`src/design/lbb_pkg.sv`:
```
package lbb_pkg;

  // Field widths of one command transaction
  localparam int KIND_W   = 3;
  localparam int PERIOD_W = 16;
  localparam int COUNT_W  = 8;
  localparam int FLASH_W  = 16;
  localparam int PHASE_W  = FLASH_W + 1;

  // Command codes carried in the kind field
  localparam logic [KIND_W-1:0] KIND_TICK      = 3'd0;
  localparam logic [KIND_W-1:0] KIND_SET_OFF   = 3'd1;
  localparam logic [KIND_W-1:0] KIND_SET_SOLID = 3'd2;
  localparam logic [KIND_W-1:0] KIND_SET_BLINK = 3'd3;
  localparam logic [KIND_W-1:0] KIND_BURST     = 3'd4;

  // Base display mode
  typedef enum logic [1:0] {
    MODE_OFF   = 2'd0,
    MODE_SOLID = 2'd1,
    MODE_BLINK = 2'd2
  } mode_t;

endpackage

```
`src/design/lbb_if.sv`:
```
// Command channel: one tick or one mode command per transaction
interface lbb_cmd_if
  import lbb_pkg::*;
(
  input logic clk
);
  logic                valid;
  logic                ready;
  logic [KIND_W-1:0]   kind;
  logic [PERIOD_W-1:0] blink_period_ms;
  logic [COUNT_W-1:0]  flash_count;
  logic [FLASH_W-1:0]  flash_on_ms;
  logic [FLASH_W-1:0]  flash_off_ms;

  modport source (
    input  clk, ready,
    output valid, kind, blink_period_ms, flash_count, flash_on_ms, flash_off_ms
  );
  modport sink (
    input  clk, valid, kind, blink_period_ms, flash_count, flash_on_ms, flash_off_ms,
    output ready
  );
endinterface

// Result channel: LED level after each command transaction
interface lbb_led_if (
  input logic clk
);
  logic valid;
  logic ready;
  logic led_lit;

  modport source (
    input  clk, ready,
    output valid, led_lit
  );
  modport sink (
    input  clk, valid, led_lit,
    output ready
  );
endinterface

```
`src/design/led_blink_burst_pattern_top.sv`:
```
// Channel | Modport | Payload
// cmd     | sink    | kind, blink_period_ms, flash_count, flash_on_ms, flash_off_ms
// led     | source  | led_lit
//
// One command transaction per cycle; its LED level appears in the result
// register on the next cycle. The state update and level compare sit in one
// combinational pass between the state registers and the result register.
// cmd.ready stays high unless a result waits in the register while led.ready is low.
// rst (synchronous) returns to mode off, no burst, all phases zero, no result pending.
module led_blink_burst_pattern_top
  import lbb_pkg::*;
(
  input  logic      clk,
  input  logic      rst,
  lbb_cmd_if.sink   cmd,
  lbb_led_if.source led
);

  // Mode and phase state
  mode_t               base_mode, base_mode_next;
  logic [PERIOD_W-1:0] period_held, period_held_next;
  logic [PERIOD_W-1:0] blink_phase, blink_phase_next;
  logic [COUNT_W-1:0]  flashes_left, flashes_left_next;
  logic [FLASH_W-1:0]  flash_on_held, flash_on_held_next;
  logic [FLASH_W-1:0]  flash_off_held, flash_off_held_next;
  logic [PHASE_W-1:0]  flash_phase, flash_phase_next;

  // Result register
  logic out_valid;
  logic out_lit;
  logic lit_next;

  logic                accept;
  logic [PHASE_W-1:0]  flash_cycle;
  logic                burst_active;
  logic [PHASE_W:0]    flash_step;
  logic [PERIOD_W:0]   blink_step;
  logic [PHASE_W-1:0]  cycle_next;
  logic                burst_active_next;

  assign cmd.ready = !out_valid || led.ready;
  assign accept    = cmd.valid && cmd.ready;

  assign flash_cycle  = {1'b0, flash_on_held} + {1'b0, flash_off_held};
  assign burst_active = (flashes_left != '0) && (flash_cycle != '0);
  assign flash_step   = {1'b0, flash_phase} + {{PHASE_W{1'b0}}, 1'b1};
  assign blink_step   = {1'b0, blink_phase} + {{PERIOD_W{1'b0}}, 1'b1};

  // Apply one command or tick to the state
  always_comb begin
    base_mode_next      = base_mode;
    period_held_next    = period_held;
    blink_phase_next    = blink_phase;
    flashes_left_next   = flashes_left;
    flash_on_held_next  = flash_on_held;
    flash_off_held_next = flash_off_held;
    flash_phase_next    = flash_phase;
    case (cmd.kind)
      KIND_TICK: begin
        if (burst_active) begin
          if (flash_step >= {1'b0, flash_cycle}) begin
            flash_phase_next  = '0;
            flashes_left_next = flashes_left - COUNT_W'(1);
          end else begin
            flash_phase_next = flash_step[PHASE_W-1:0];
          end
        end
        if (base_mode == MODE_BLINK && period_held != '0) begin
          if (blink_step >= {1'b0, period_held}) begin
            blink_phase_next = '0;
          end else begin
            blink_phase_next = blink_step[PERIOD_W-1:0];
          end
        end
      end
      KIND_SET_OFF:   base_mode_next = MODE_OFF;
      KIND_SET_SOLID: base_mode_next = MODE_SOLID;
      KIND_SET_BLINK: begin
        // Same period while blinking keeps the phase
        if (!(base_mode == MODE_BLINK && period_held == cmd.blink_period_ms)) begin
          base_mode_next   = MODE_BLINK;
          period_held_next = cmd.blink_period_ms;
          blink_phase_next = '0;
        end
      end
      KIND_BURST: begin
        if (cmd.flash_count == '0) begin
          flashes_left_next = '0;
        end else begin
          flashes_left_next   = cmd.flash_count;
          flash_on_held_next  = cmd.flash_on_ms;
          flash_off_held_next = cmd.flash_off_ms;
          flash_phase_next    = '0;
        end
      end
      default: ;
    endcase
  end

  // Derive the LED level from the updated state
  assign cycle_next        = {1'b0, flash_on_held_next} + {1'b0, flash_off_held_next};
  assign burst_active_next = (flashes_left_next != '0) && (cycle_next != '0);

  always_comb begin
    if (burst_active_next) begin
      lit_next = flash_phase_next < {1'b0, flash_on_held_next};
    end else begin
      case (base_mode_next)
        MODE_SOLID: lit_next = 1'b1;
        MODE_BLINK: lit_next = (period_held_next != '0) &&
                               (blink_phase_next < (period_held_next >> 1));
        default:    lit_next = 1'b0;
      endcase
    end
  end

  // Commit state on an accepted transaction
  always_ff @(posedge clk) begin
    if (rst) begin
      base_mode      <= MODE_OFF;
      period_held    <= '0;
      blink_phase    <= '0;
      flashes_left   <= '0;
      flash_on_held  <= '0;
      flash_off_held <= '0;
      flash_phase    <= '0;
    end else if (accept) begin
      base_mode      <= base_mode_next;
      period_held    <= period_held_next;
      blink_phase    <= blink_phase_next;
      flashes_left   <= flashes_left_next;
      flash_on_held  <= flash_on_held_next;
      flash_off_held <= flash_off_held_next;
      flash_phase    <= flash_phase_next;
    end
  end

  // Hold the result until the sink takes it
  always_ff @(posedge clk) begin
    if (rst) begin
      out_valid <= 1'b0;
    end else if (accept) begin
      out_valid <= 1'b1;
    end else if (led.ready) begin
      out_valid <= 1'b0;
    end
  end

  always_ff @(posedge clk) begin
    if (accept) begin
      out_lit <= lit_next;
    end
  end

  assign led.valid   = out_valid;
  assign led.led_lit = out_lit;

endmodule

```
`src/flat_wrapper.sv`:
```
// flat-port wrapper written by rule: the top's interface ports become plain ports
module led_blink_burst_pattern_top_flat import lbb_pkg::*;
  (clk, rst, cmd_valid, cmd_kind, cmd_blink_period_ms, cmd_flash_count, cmd_flash_on_ms, cmd_flash_off_ms, cmd_ready, led_ready, led_valid, led_led_lit);
  lbb_cmd_if cmd_i (.clk(clk));
  lbb_led_if led_i (.clk(clk));
  input  logic clk;
  input  logic rst;
  input wire logic [$bits(cmd_i.valid)-1:0] cmd_valid;
  input wire logic [$bits(cmd_i.kind)-1:0] cmd_kind;
  input wire logic [$bits(cmd_i.blink_period_ms)-1:0] cmd_blink_period_ms;
  input wire logic [$bits(cmd_i.flash_count)-1:0] cmd_flash_count;
  input wire logic [$bits(cmd_i.flash_on_ms)-1:0] cmd_flash_on_ms;
  input wire logic [$bits(cmd_i.flash_off_ms)-1:0] cmd_flash_off_ms;
  output wire logic [$bits(cmd_i.ready)-1:0] cmd_ready;
  input wire logic [$bits(led_i.ready)-1:0] led_ready;
  output wire logic [$bits(led_i.valid)-1:0] led_valid;
  output wire logic [$bits(led_i.led_lit)-1:0] led_led_lit;
  assign cmd_i.valid = cmd_valid;
  assign cmd_i.kind = cmd_kind;
  assign cmd_i.blink_period_ms = cmd_blink_period_ms;
  assign cmd_i.flash_count = cmd_flash_count;
  assign cmd_i.flash_on_ms = cmd_flash_on_ms;
  assign cmd_i.flash_off_ms = cmd_flash_off_ms;
  assign cmd_ready = cmd_i.ready;
  assign led_i.ready = led_ready;
  assign led_valid = led_i.valid;
  assign led_led_lit = led_i.led_lit;
  led_blink_burst_pattern_top u_core (.clk(clk), .rst(rst), .cmd(cmd_i), .led(led_i));
endmodule
```
`config.mk`:
```
export PLATFORM = sky130hd
export DESIGN_NAME = led_blink_burst_pattern_top_flat
export DESIGN_NICKNAME = d
export VERILOG_FILES = /design/src/design/lbb_pkg.sv /design/src/design/lbb_if.sv /design/src/design/led_blink_burst_pattern_top.sv /design/src/flat_wrapper.sv
export SDC_FILE = /design/constraint.sdc
export NUM_CORES = 1
export LEC_CHECK = 0
export BUFFER_PORTS_ARGS = -buffer_cell sky130_fd_sc_hd__buf_2
export CORE_MARGIN = 8
export CORE_UTILIZATION = 35
export DETAILED_ROUTE_END_ITERATION = 7
export HOLD_SLACK_MARGIN = 0.1
export PLACE_DENSITY = 0.59
export SYNTH_ARGS = -nofsm -noshare
export SYNTH_HDL_FRONTEND = slang
export SYNTH_SLANG_ARGS = --single-unit
```
`constraint.sdc`:
```
create_clock -name clk -period 5.3 [get_ports clk]
set_clock_uncertainty 0.2 [all_clocks]
set_input_delay 0.53 -clock clk [delete_from_list [all_inputs] [get_ports clk]]
set_output_delay 0.53 -clock clk [all_outputs]
set_load 0.05 [all_outputs]
```
==> flow_metrics.env, run 1 <==
export IMPL_status="complete, but fails checks"
export IMPL_violations="setup timing"
export IMPL_start_util=0.3559
export IMPL_avgSynthCellArea_um2=7.560
export IMPL_required_ns=5.30
export IMPL_synth_adder_area_share=0.1492
export IMPL_portBuffers=65
export IMPL_synth_area_um2=8656
export IMPL_slowest_stage="or3b_4"
export IMPL_maxCapViolations=0
export IMPL_tightest_slew_ns=1.108
export IMPL_wl_um=27730
export IMPL_grt_pass1_vias=8610
export IMPL_reg2reg_slack_ns=-0.1
export IMPL_start_kind="flip-flop"
export IMPL_synth_async_reset_ratio=0
export IMPL_holdCritStartpoint="cmd_valid"
export IMPL_min_path_cells=3
export IMPL_worstPathMaxFanout=8
export IMPL_track_usage=0.1781
export IMPL_dp_hpwl_um=20790
export IMPL_synth_top_area_frac=0.2128
export IMPL_ctsLongestPathBuffers=2
export IMPL_gp_congestion=0.8872
export IMPL_synth_cell_types=78
export IMPL_grt_ovfl_total=0
export IMPL_synth_main_ff_cell="dfxtp_1"
export IMPL_core_um2=24320
export IMPL_whs_endpoint="u_core.led.valid$_SDFFE_PP0P_"
export IMPL_synth_xor_area_frac=0.05869
export IMPL_reg2reg_to="u_core.led.led_lit$_DFFE_PP_"
export IMPL_slew_headroom=0.2616
export IMPL_slowest_delay_ns=0.41
export IMPL_clkTransAtPathRegs_ns=0.07
export IMPL_post_route_min_period_ns=5.400
export IMPL_ctsHtreeMaxLevel=3
export IMPL_worstSetupPathType="reg2reg"
export IMPL_yosys_area_top_type="dfxtp_1"
export IMPL_yosys_warnings=0
export IMPL_reg2reg_from="u_core.flash_off_held[0]$_SDFFE_PP0P_"
export IMPL_diodes=0
export IMPL_die_width_um=173.3
export IMPL_drc_errors=0
export IMPL_cts_tree="yes"
export IMPL_startpoint="u_core.flash_off_held[0]$_SDFFE_PP0P_"
export IMPL_cts_sinks=93
export IMPL_first_pass_iters=5
export IMPL_fin_ws_ns=-0.09991
export IMPL_seq_area_frac_synth=0.2162
export IMPL_root_buffer="clkbuf_16"
export IMPL_synthToLayoutAreaGrowth_pct=31.28
export IMPL_antenna_found_initial=0
export IMPL_synthMuxAreaShare=0.05305
export IMPL_timing_fmax_mhz=185.2
export IMPL_syn_num_nets=1310
export IMPL_die_area_um2=30020
export IMPL_hold_viol_final=0
export IMPL_cp_arrival_ns=5.40
export IMPL_critPathTopFamily="compound AO/OA/AOI/OAI gates"
export IMPL_synthCells=1145
export IMPL_ir_drop_mv=0.1215
export IMPL_synthTopCellsByArea="dfxtp_1 (21%), ha_1 (14%), nor2_1 (6.5%)"
export IMPL_grt_max_degree=82
export IMPL_grt_pass1_wl_um=44510
export IMPL_viasPerCell=5.336
export IMPL_cp_common_cell="a21oi_2"
export IMPL_grt_setup_unrepaired="yes"
export IMPL_hp_class="in2reg"
export IMPL_cts_buffers=9
export IMPL_p_leak_nw=5.234
export IMPL_dp_slack_ns=-0.3832
export IMPL_synth_edff_count=1
export IMPL_cp_num_buf_inv=2
export IMPL_yosys_area_share_simple=0.2345
export IMPL_wl_per_cell_um=16.62
export IMPL_timing_final_max_slew_violations=0
export IMPL_reg2reg_depth=26
export IMPL_fp_dieH_um=173.3
export IMPL_synth_compound_area_frac=0.2272
export IMPL_finalCritPeriodShare=1.019
export IMPL_pin_count=66
export IMPL_drive_above_1_share=0.2840
export IMPL_synth_top_family_by_area="simple AND/OR/NAND/NOR gates"
export IMPL_powerDensity_nw_per_um2=199.8
export IMPL_setup_violations=1
export IMPL_finalPower_mw=2.270
export IMPL_end_kind="flip-flop"
export IMPL_row_count=57
export IMPL_vias=8906
export IMPL_synth_ff_latch_count=93
export IMPL_dr_first_iter_drc_count=640
export IMPL_nNetsFinal=1505
export IMPL_antenna_left=0
export IMPL_worstSkewPairLatency_ns=0.36
==> worst reg2reg max path, cell delays in order (launching register included) <==
cell and delay [ns]:
dfxtp_2 0.34, ha_4 0.16, fa_2 0.33, a21o_1 0.20, a221o_1 0.34, and4_1 0.17, a311oi_2 0.27, buf_4 0.18
ha_4 0.20, a21o_1 0.16, a21oi_2 0.16, o21ai_2 0.07, a21oi_2 0.15, o21ai_2 0.09, or3b_4 0.41, buf_8 0.16
o2bb2ai_2 0.17, ha_1 0.27, nor2b_1 0.14, o21ai_1 0.13, nand2b_1 0.08, a21oi_2 0.16, nor2b_1 0.07, o21ai_1 0.14
o211a_1 0.18, a32oi_2 0.11, a211oi_2 0.19
==> placed cells by master (no fill, tap or decap), types with 14 or more instances in the layout <==
master and n:
nor4_1 14, ha_1 86, mux2_2 15, xnor2_1 34, nand4_1 25, nand2_1 99
buf_4 176, nor2_1 143, mux2i_1 29, inv_1 73, o21ai_0 24, a21o_1 25
a211oi_1 38, buf_2 64, a21oi_1 67, a21oi_2 17, dfxtp_1 86, xor2_1 18
nor3_1 28, nand3_1 23, and3_1 16
==> routing by layer <==
layer | share of wire | vias to the layer above | track usage
met1 | 0.49 | 4144 | 0.2506
met2 | 0.45 | 214 | 0.2853
met5 | 0 | - | 0
met4 | 0.0087 | 0 | 0.03665
li1 | - | 4528 | -
met3 | 0.046 | 20 | 0.02352
==> flip-flops by register name, summed over array words and instances, names as in the netlist <==
| name | count |
|---|---|
| u_core.period_held | 16 |
| u_core.blink_phase | 16 |
| u_core.flash_phase | 17 |
| u_core.flash_off_held | 16 |
| u_core.led.led_lit | 1 |
| u_core.flashes_left | 8 |
| u_core.flash_on_held | 16 |
| u_core.base_mode | 2 |
| u_core.led.valid | 1 |
==> area by class of cell <==
type / instances / area (um2)
flip-flops and latches: 93 / 1884
clock buffers: 11 / 242.7
repair buffers: 245 / 1702
clock inverters: 5 / 60.06
multi-input cells: 917 / 6789
fillers: 2402 / 12960
well taps: 324 / 405.4
inverters: 74 / 280.3
==> worst max-delay path by stage <==
stage / endpoint / slack [ns] / cells after the start
floorplan: u_core.led.led_lit$_DFFE_PP_ / 0.005 / 25
global placement: u_core.led.led_lit$_DFFE_PP_ / -0.38 / 26
detailed placement: u_core.led.led_lit$_DFFE_PP_ / -0.38 / 23
CTS: u_core.led.led_lit$_DFFE_PP_ / -0.10 / 24
global route: u_core.led.led_lit$_DFFE_PP_ / -0.34 / 26
finish: u_core.led.led_lit$_DFFE_PP_ / -0.1 / 26
==> synth_stat cells (10+ instances only) <==
library cell  instances
nor2b_1              11
mux2i_1              29
mux2_2               15
a21oi_1              82
nand2b_1             10
nand2_1             103
xor2_1               19
nor2_1              149
a211oi_1             40
o21ai_0              34
nand3_1              26
a21o_1               25
nor4_1               14
dfxtp_1              92
and3_1               18
nor3_1               28
clkbuf_1             50
xnor2_1              39
nand4_1              25
inv_1                74
ha_1                100
==> logic make-up (layout without fill, tap and decap cells) <==
kind of cell / Yosys count / count (layout)
DFF: 93 / 93
muxes: 44 / 44
AOI/OAI and AO/OA: 285 / 285
and+or+nand+nor: 428 / 428
buffers and inverters: 135 / 335
xor gates and xnor gates: 58 / 58
adders and majority gates: 102 / 102
==> metrics by stage <==
| step | instances | hold WS [ns] | TNS (ns) | instance area (um2) | utilization |
|---|---|---|---|---|---|
| after CTS | 1663 | 0.2184 | -0.1003 | 11100 | 0.4566 |
| after global placement | 1626 | 0.2569 | -0.3817 | 10340 | 0.4253 |
| after floorplan | 1145 | 0.2440 | 0 | 8730 | - |
| after detailed placement | 1626 | 0.2660 | -0.3832 | 10340 | 0.4253 |
| after global routing | 1669 | 0.2388 | -0.3445 | 11360 | 0.4673 |
| final | 1669 | 0.2265 | -0.09991 | 11360 | 0.4673 |
==> where the power goes <==
| part | switching (mW) | internal, mW |
|---|---|---|
| Combinational | 0.433 | 0.365 |
| Clock | 0.314 | 0.381 |
| Sequential | 0.0400 | 0.738 |
==> what timing repair did <==
item / 4_1_cts / 5_1_grt
setup endpoints to repair: 1 / 1
hold buffers: 0 / 0
buffers inserted: 21 / 6
gates resized for setup: 60 / 42
pin swaps: 40 / 46
No activity file was read; power rests on OpenSTA's default activity.
==> run 2: changes to the inputs <==
--- a/config.mk
+++ b/config.mk
@@ -6,11 +6,13 @@
 export NUM_CORES = 1
 export LEC_CHECK = 0
 export BUFFER_PORTS_ARGS = -buffer_cell sky130_fd_sc_hd__buf_2
+export CORE_ASPECT_RATIO = 0.6
 export CORE_MARGIN = 8
 export CORE_UTILIZATION = 35
 export DETAILED_ROUTE_END_ITERATION = 7
 export HOLD_SLACK_MARGIN = 0.1
 export PLACE_DENSITY = 0.59
+export RECOVER_POWER = 100
 export SYNTH_ARGS = -nofsm -noshare
 export SYNTH_HDL_FRONTEND = slang
 export SYNTH_SLANG_ARGS = --single-unit
==> run 2 against run 1 <==
  * The flow finishes with violations (capacitance limit, slew limit, setup timing)
  * Hold slack worse by 0.027 ns
  * Register-to-register slack worse by 0.095 ns
  * Routed wire length up 16%
  * Via count up 5.7%
  * Count of clock-buffer cells in the layout down 2
  * Final area up 1.7%
  * Setup slack worse by 0.095 ns
  * Utilization up 1.0 points
  * Critical path type unchanged
  * Largest power group unchanged
  * Highest routed layer is now met5
==> flow_metrics.env, run 2 (synthesis results as in run 1) <==
export IMPL_timing_final_max_slew_violations=187
export IMPL_core_um2=24220
export IMPL_grt_pass1_wl_um=49180
export IMPL_dp_slack_ns=-0.4816
export IMPL_pin_count=66
export IMPL_grt_pass1_vias=8491
export IMPL_regMostFlops="u_core.flash_phase"
export IMPL_viasPerCell=5.552
export IMPL_worstPathMaxFanout=4
export IMPL_dr_first_iter_drc_count=1034
export IMPL_timing_fmax_mhz=182.0
export IMPL_vias=9411
export IMPL_largest_register_ff_count=17
export IMPL_wl_per_cell_um=18.98
export IMPL_gp_congestion=0.9300
export IMPL_start_util=0.3573
export IMPL_die_area_um2=30180
export IMPL_grt_setup_unrepaired="yes"
export IMPL_postCtsHoldBufs=0
export IMPL_root_buffer="clkbuf_16"
export IMPL_slowest_stage="fa_2"
export IMPL_fp_dieH_um=137.8
export IMPL_dp_hpwl_um=24640
export IMPL_powerDensity_nw_per_um2=204.2
export IMPL_post_route_min_period_ns=5.495
export IMPL_maxCapViolations=3
export IMPL_drc_errors=0
export IMPL_worstSetupPathType="reg2reg"
export IMPL_slowest_delay_ns=0.35
export IMPL_final_cells=1695
export IMPL_grt_max_degree=93
export IMPL_cts_sinks=93
export IMPL_first_pass_iters=5
export IMPL_diodes=0
export IMPL_ir_drop_mv=0.1381
export IMPL_whs_ns=0.1992
export IMPL_wl_um=32170
export IMPL_portBuffers=65
export IMPL_p_leak_nw=5.360
export IMPL_die_width_um=219.0
export IMPL_final_common_cell="buf_4"
export IMPL_cts_tree="yes"
export IMPL_end_kind="flip-flop"
export IMPL_tightest_slew_ns=2.548
export IMPL_clkTransAtPathRegs_ns=0.08
export IMPL_track_usage=0.2087
export IMPL_status="complete, but fails checks"
export IMPL_violations="capacitance limit, slew limit, setup timing"
export IMPL_drive_above_1_share=0.2906
export IMPL_hp_class="in2reg"
export IMPL_antenna_found_initial=1
export IMPL_synthToLayoutAreaGrowth_pct=33.55
export IMPL_setup_violations=1
export IMPL_slew_headroom=-0.6984
export IMPL_row_count=44
export IMPL_worstSkewPairLatency_ns=0.37
export IMPL_finalCritPeriodShare=1.037
export IMPL_nNetsFinal=1533
export IMPL_grt_ovfl_total=0
export IMPL_placedCellCount=1660
export IMPL_layout_common_cells="buf_4 (197), nor2_1 (144), nand2_1 (100)"
export IMPL_antenna_left=0
export IMPL_fin_ws_ns=-0.1953
export IMPL_required_ns=5.31
export IMPL_start_kind="flip-flop"
export IMPL_hold_viol_final=0
export IMPL_ctsLongestPathBuffers=2
export IMPL_cp_arrival_ns=5.51
export IMPL_ctsHtreeMaxLevel=3
export IMPL_cts_buffers=9
export IMPL_cp_common_cell="ha_4"
[run 2: final cells by class]
class | instances | area [um2]
multi-input cells | 917 | 6784
inverters | 74 | 279.0
repair buffers | 273 | 1911
clock buffers | 9 | 225.2
clock inverters | 7 | 73.82
flip-flops and latches | 93 | 1884
fillers | 2358 | 12660
well taps | 322 | 402.9
[run 2: critical path, delay by kind of cell (launching register included)]
kind | cells | cell delay [ns]
buffers and inverters | 2 | 0.26
AOI/OAI and AO/OA | 18 | 3.04
DFF | 1 | 0.34
and+or+nand+nor | 4 | 0.62
adders and majority gates | 4 | 0.87
[run 2: through the flow]
stage | cell area [um2] | power (mW) | util | TNS (ns)
floorplan | 8730 | 1.248 | - | 0
global placement | 10630 | 1.569 | 0.4389 | -0.4614
detailed placement | 10630 | 1.576 | 0.4389 | -0.4816
CTS | 11190 | 2.310 | 0.4620 | -0.2797
global route | 11560 | 2.485 | 0.4772 | -0.4249
finish | 11560 | 2.360 | 0.4772 | -0.1953
[run 2: repair_timing]
action                     in CTS  in global routing
gates cloned                    0                  0
setup buffers                   7                 12
setup endpoints to repair       1                  1
pin swaps                      28                 47
resized for setup              38                 68
[run 2: per-layer routing]
| layer | wire length (um) | global-route usage | vias to the layer above |
|---|---|---|---|
| li1 | - | - | 4593 |
| met1 | 16900 | 0.3383 | 4424 |
| met2 | 11450 | 0.2510 | 372 |
| met3 | 3549 | 0.06886 | 20 |
| met4 | 254 | 0.03287 | 2 |
| met5 | 13 | 0 | - |
[run 2: where the power goes]
group | switching (mW) | internal (mW)
clock network | 0.325 | 0.369
logic | 0.491 | 0.395
registers | 0.0408 | 0.739
total | 0.857 | 1.50
[run 2: path summary, 6_finish.rpt]
check / to / start / depth (start not counted) / slack (ns)
hold / removal: u_core.led.valid$_SDFFE_PP0P_ / cmd_valid / 3 / 0.20
setup / recovery: u_core.led.led_lit$_DFFE_PP_ / u_core.flash_off_held[0]$_SDFFE_PP0P_ / 28 / -0.20
hold reg to reg: u_core.base_mode[0]$_SDFFE_PP0P_ / u_core.base_mode[0]$_SDFFE_PP0P_ / 2 / 0.28
setup reg to reg: u_core.led.led_lit$_DFFE_PP_ / u_core.flash_off_held[0]$_SDFFE_PP0P_ / 28 / -0.20
==> run 3: changes to the inputs <==
--- a/config.mk
+++ b/config.mk
@@ -11,7 +11,7 @@
 export CORE_UTILIZATION = 35
 export DETAILED_ROUTE_END_ITERATION = 7
 export HOLD_SLACK_MARGIN = 0.1
-export PLACE_DENSITY = 0.59
+export PLACE_DENSITY = 0.57
 export RECOVER_POWER = 100
 export SYNTH_ARGS = -nofsm -noshare
 export SYNTH_HDL_FRONTEND = slang
==> constraint.sdc (replaced) <==
create_clock -name clk -period 6.1 [get_ports clk]
set_clock_uncertainty 0.2 [all_clocks]
set_input_delay 0.61 -clock clk [delete_from_list [all_inputs] [get_ports clk]]
set_output_delay 0.61 -clock clk [all_outputs]
set_load 0.05 [all_outputs]
==> run 3 against run 2 <==
  * The run ends with capacitance limit, slew limit left
  * Non-clock buffer count is 161 lower
  * Count of clock-buffer cells in the layout stayed put
  * Final cell count is 9.4% lower
  * Global-route usage is 1.1 points lower
  * Critical path depth is 5 lower
  * Maximum frequency is 7.1% lower
  * Die area stayed put
  * First-iteration DRC count is 12% lower
  * Critical endpoint unchanged
==> flow_metrics.env, run 3 (synthesis results as in run 1) <==
export IMPL_viasPerCell=5.640
export IMPL_powerDensity_nw_per_um2=191.8
export IMPL_worstPathMaxFanout=4
export IMPL_drive_above_1_share=0.1459
export IMPL_final_cells=1535
export IMPL_ctsLongestPathBuffers=2
export IMPL_cts_sinks=93
export IMPL_die_area_um2=30180
export IMPL_grt_max_degree=93
export IMPL_die_width_um=219.0
export IMPL_violations="capacitance limit, slew limit"
export IMPL_cp_arrival_ns=5.93
export IMPL_row_count=44
export IMPL_core_um2=24220
export IMPL_start_kind="flip-flop"
export IMPL_track_usage=0.1979
export IMPL_fp_dieH_um=137.8
export IMPL_tns_ns=0
export IMPL_required_ns=6.12
export IMPL_drc_errors=0
export IMPL_vias=8657
export IMPL_nNetsFinal=1373
export IMPL_status="complete, but fails checks"
export IMPL_slew_headroom=-2.159
export IMPL_grt_ovfl_total=0
export IMPL_hold_viol_final=0
export IMPL_synthToLayoutAreaGrowth_pct=14.41
export IMPL_regMostFlops="u_core.flash_phase"
export IMPL_timing_fmax_mhz=169.1
export IMPL_timing_final_max_slew_violations=144
export IMPL_setup_violations=0
export IMPL_grt_pass1_wl_um=46470
export IMPL_wl_um=30260
export IMPL_maxCapViolations=2
export IMPL_grt_pass1_vias=7651
export IMPL_cp_num_buf_inv=0
export IMPL_dp_hpwl_um=23420
export IMPL_tightest_slew_ns=4.738
export IMPL_p_leak_nw=4.500
export IMPL_root_buffer="clkbuf_16"
export IMPL_pin_count=66
export IMPL_post_route_min_period_ns=5.914
export IMPL_ctsHtreeMaxLevel=3
export IMPL_antenna_found_initial=0
export IMPL_cts_buffers=9
export IMPL_worstSkewPairLatency_ns=0.37
export IMPL_hp_class="reg2reg"
export IMPL_ir_drop_mv=0.1432
export IMPL_diodes=0
export IMPL_worstSetupPathType="reg2reg"
export IMPL_portBuffers=65
export IMPL_clkTransAtPathRegs_ns=0.08
export IMPL_gp_congestion=0.9313
export IMPL_final_common_cell="nor2_1"
export IMPL_dr_first_iter_drc_count=915
export IMPL_cp_common_cell="ha_1"
export IMPL_critPathTopFamily="compound AO/OA/AOI/OAI gates"
export IMPL_end_kind="flip-flop"
export IMPL_first_pass_iters=7
export IMPL_path_cells="ha_1, and3_1, nand3_2, nor2_2, xor2_1, ha_1, and4_1, a22o_1, o31ai_2, o21ai_1, or2_2, o41ai_1, a22o_1, ha_1, nand4_1, nor2_1, a221oi_1, o21ai_1, or4_1, o221ai_1, a32o_1, and3b_1, a211oi_2"
export IMPL_fill_cells=2511
export IMPL_postCtsHoldBufs=0
export IMPL_largest_register_ff_count=17
export IMPL_cts_tree="yes"
export IMPL_wl_per_cell_um=19.71
export IMPL_placedCellCount=1513
export IMPL_antenna_left=0
export IMPL_layout_common_cells="nor2_1 (147), nand2_1 (102), ha_1 (99)"
export IMPL_finalCritPeriodShare=0.9695
export IMPL_slowest_delay_ns=0.51
export IMPL_start_util=0.3573
export IMPL_slowest_stage="or4_1"
## run 3: changes by cell type in the layout (fill, tap and decap cells not counted), sizes merged
| cell | delta |
|---|---|
| clkinvlp | -2 |
| clkinv | +2 |
| buf | -162 |
| clkbuf | +1 |
| or3b | +1 |
## run 3: cell type report
cell class                 count  area [um2]  share of cell area
tap                          322       402.9             0.04068
clock buffer                   9       225.2             0.02274
multi-input combinational    918        6370              0.6432
clock inverter                 7       75.07            0.007581
inverter                      74       277.8             0.02805
sequential                    93        1872              0.1890
timing repair buffer         112       680.7             0.06873
## run 3: metal layers
metal	wire, um	GRT usage
met5	0	0
met4	183	0.02733
met3	3139	0.06075
met2	10300	0.2275
met1	16640	0.3327
## run 3: worst paths after layout
kind,startpoint,endpoint,slack [ns],cells past startpoint
hold reg to reg,u_core.base_mode[0]$_SDFFE_PP0P_,u_core.base_mode[0]$_SDFFE_PP0P_,0.28,2
setup / recovery,u_core.blink_phase[1]$_SDFFE_PP0P_,u_core.led.led_lit$_DFFE_PP_,0.19,23
hold / removal,u_core.base_mode[0]$_SDFFE_PP0P_,u_core.base_mode[0]$_SDFFE_PP0P_,0.28,2
setup reg to reg,u_core.blink_phase[1]$_SDFFE_PP0P_,u_core.led.led_lit$_DFFE_PP_,0.19,23
## run 3: power breakdown
group,switching (mW),internal (mW),total (mW)
clock,0.285,0.321,0.606
sequential,0.0382,0.642,0.680
combinational,0.372,0.242,0.614
## run 3: worst reg2reg max path, delay by kind of cell (launching register included)
family / cells / cell delay (ns)
XOR/XNOR: 1 / 0.28
AND/OR/NAND/NOR: 9 / 2.04
AO/OA/AOI/OAI: 10 / 2.13
flip-flops: 1 / 0.37
adder cells (fa/ha/maj): 3 / 0.74
## run 3: repair_timing
item                                    CTS  global route
gates resized for setup                   0            25
buffers inserted                          0             5
endpoints found under the hold margin     0             0
endpoints found under the setup margin    0             1
## run 3: metrics by stage
step / setup WS [ns] / power [mW] / utilization / hold WS, ns / cell area (um2)
finish: 0.1861 / 1.900 / 0.4088 / 0.2778 / 9903
global route: -0.09613 / 2.004 / 0.4088 / 0.3040 / 9903
CTS: 0.02146 / 1.890 / 0.4034 / 0.2773 / 9772
detailed placement: 0.04920 / 1.275 / 0.3910 / 0.2669 / 9472
global placement: 0.08468 / 1.274 / 0.3910 / 0.2638 / 9472
floorplan: 0.3390 / 1.081 / - / 0.2440 / 8656
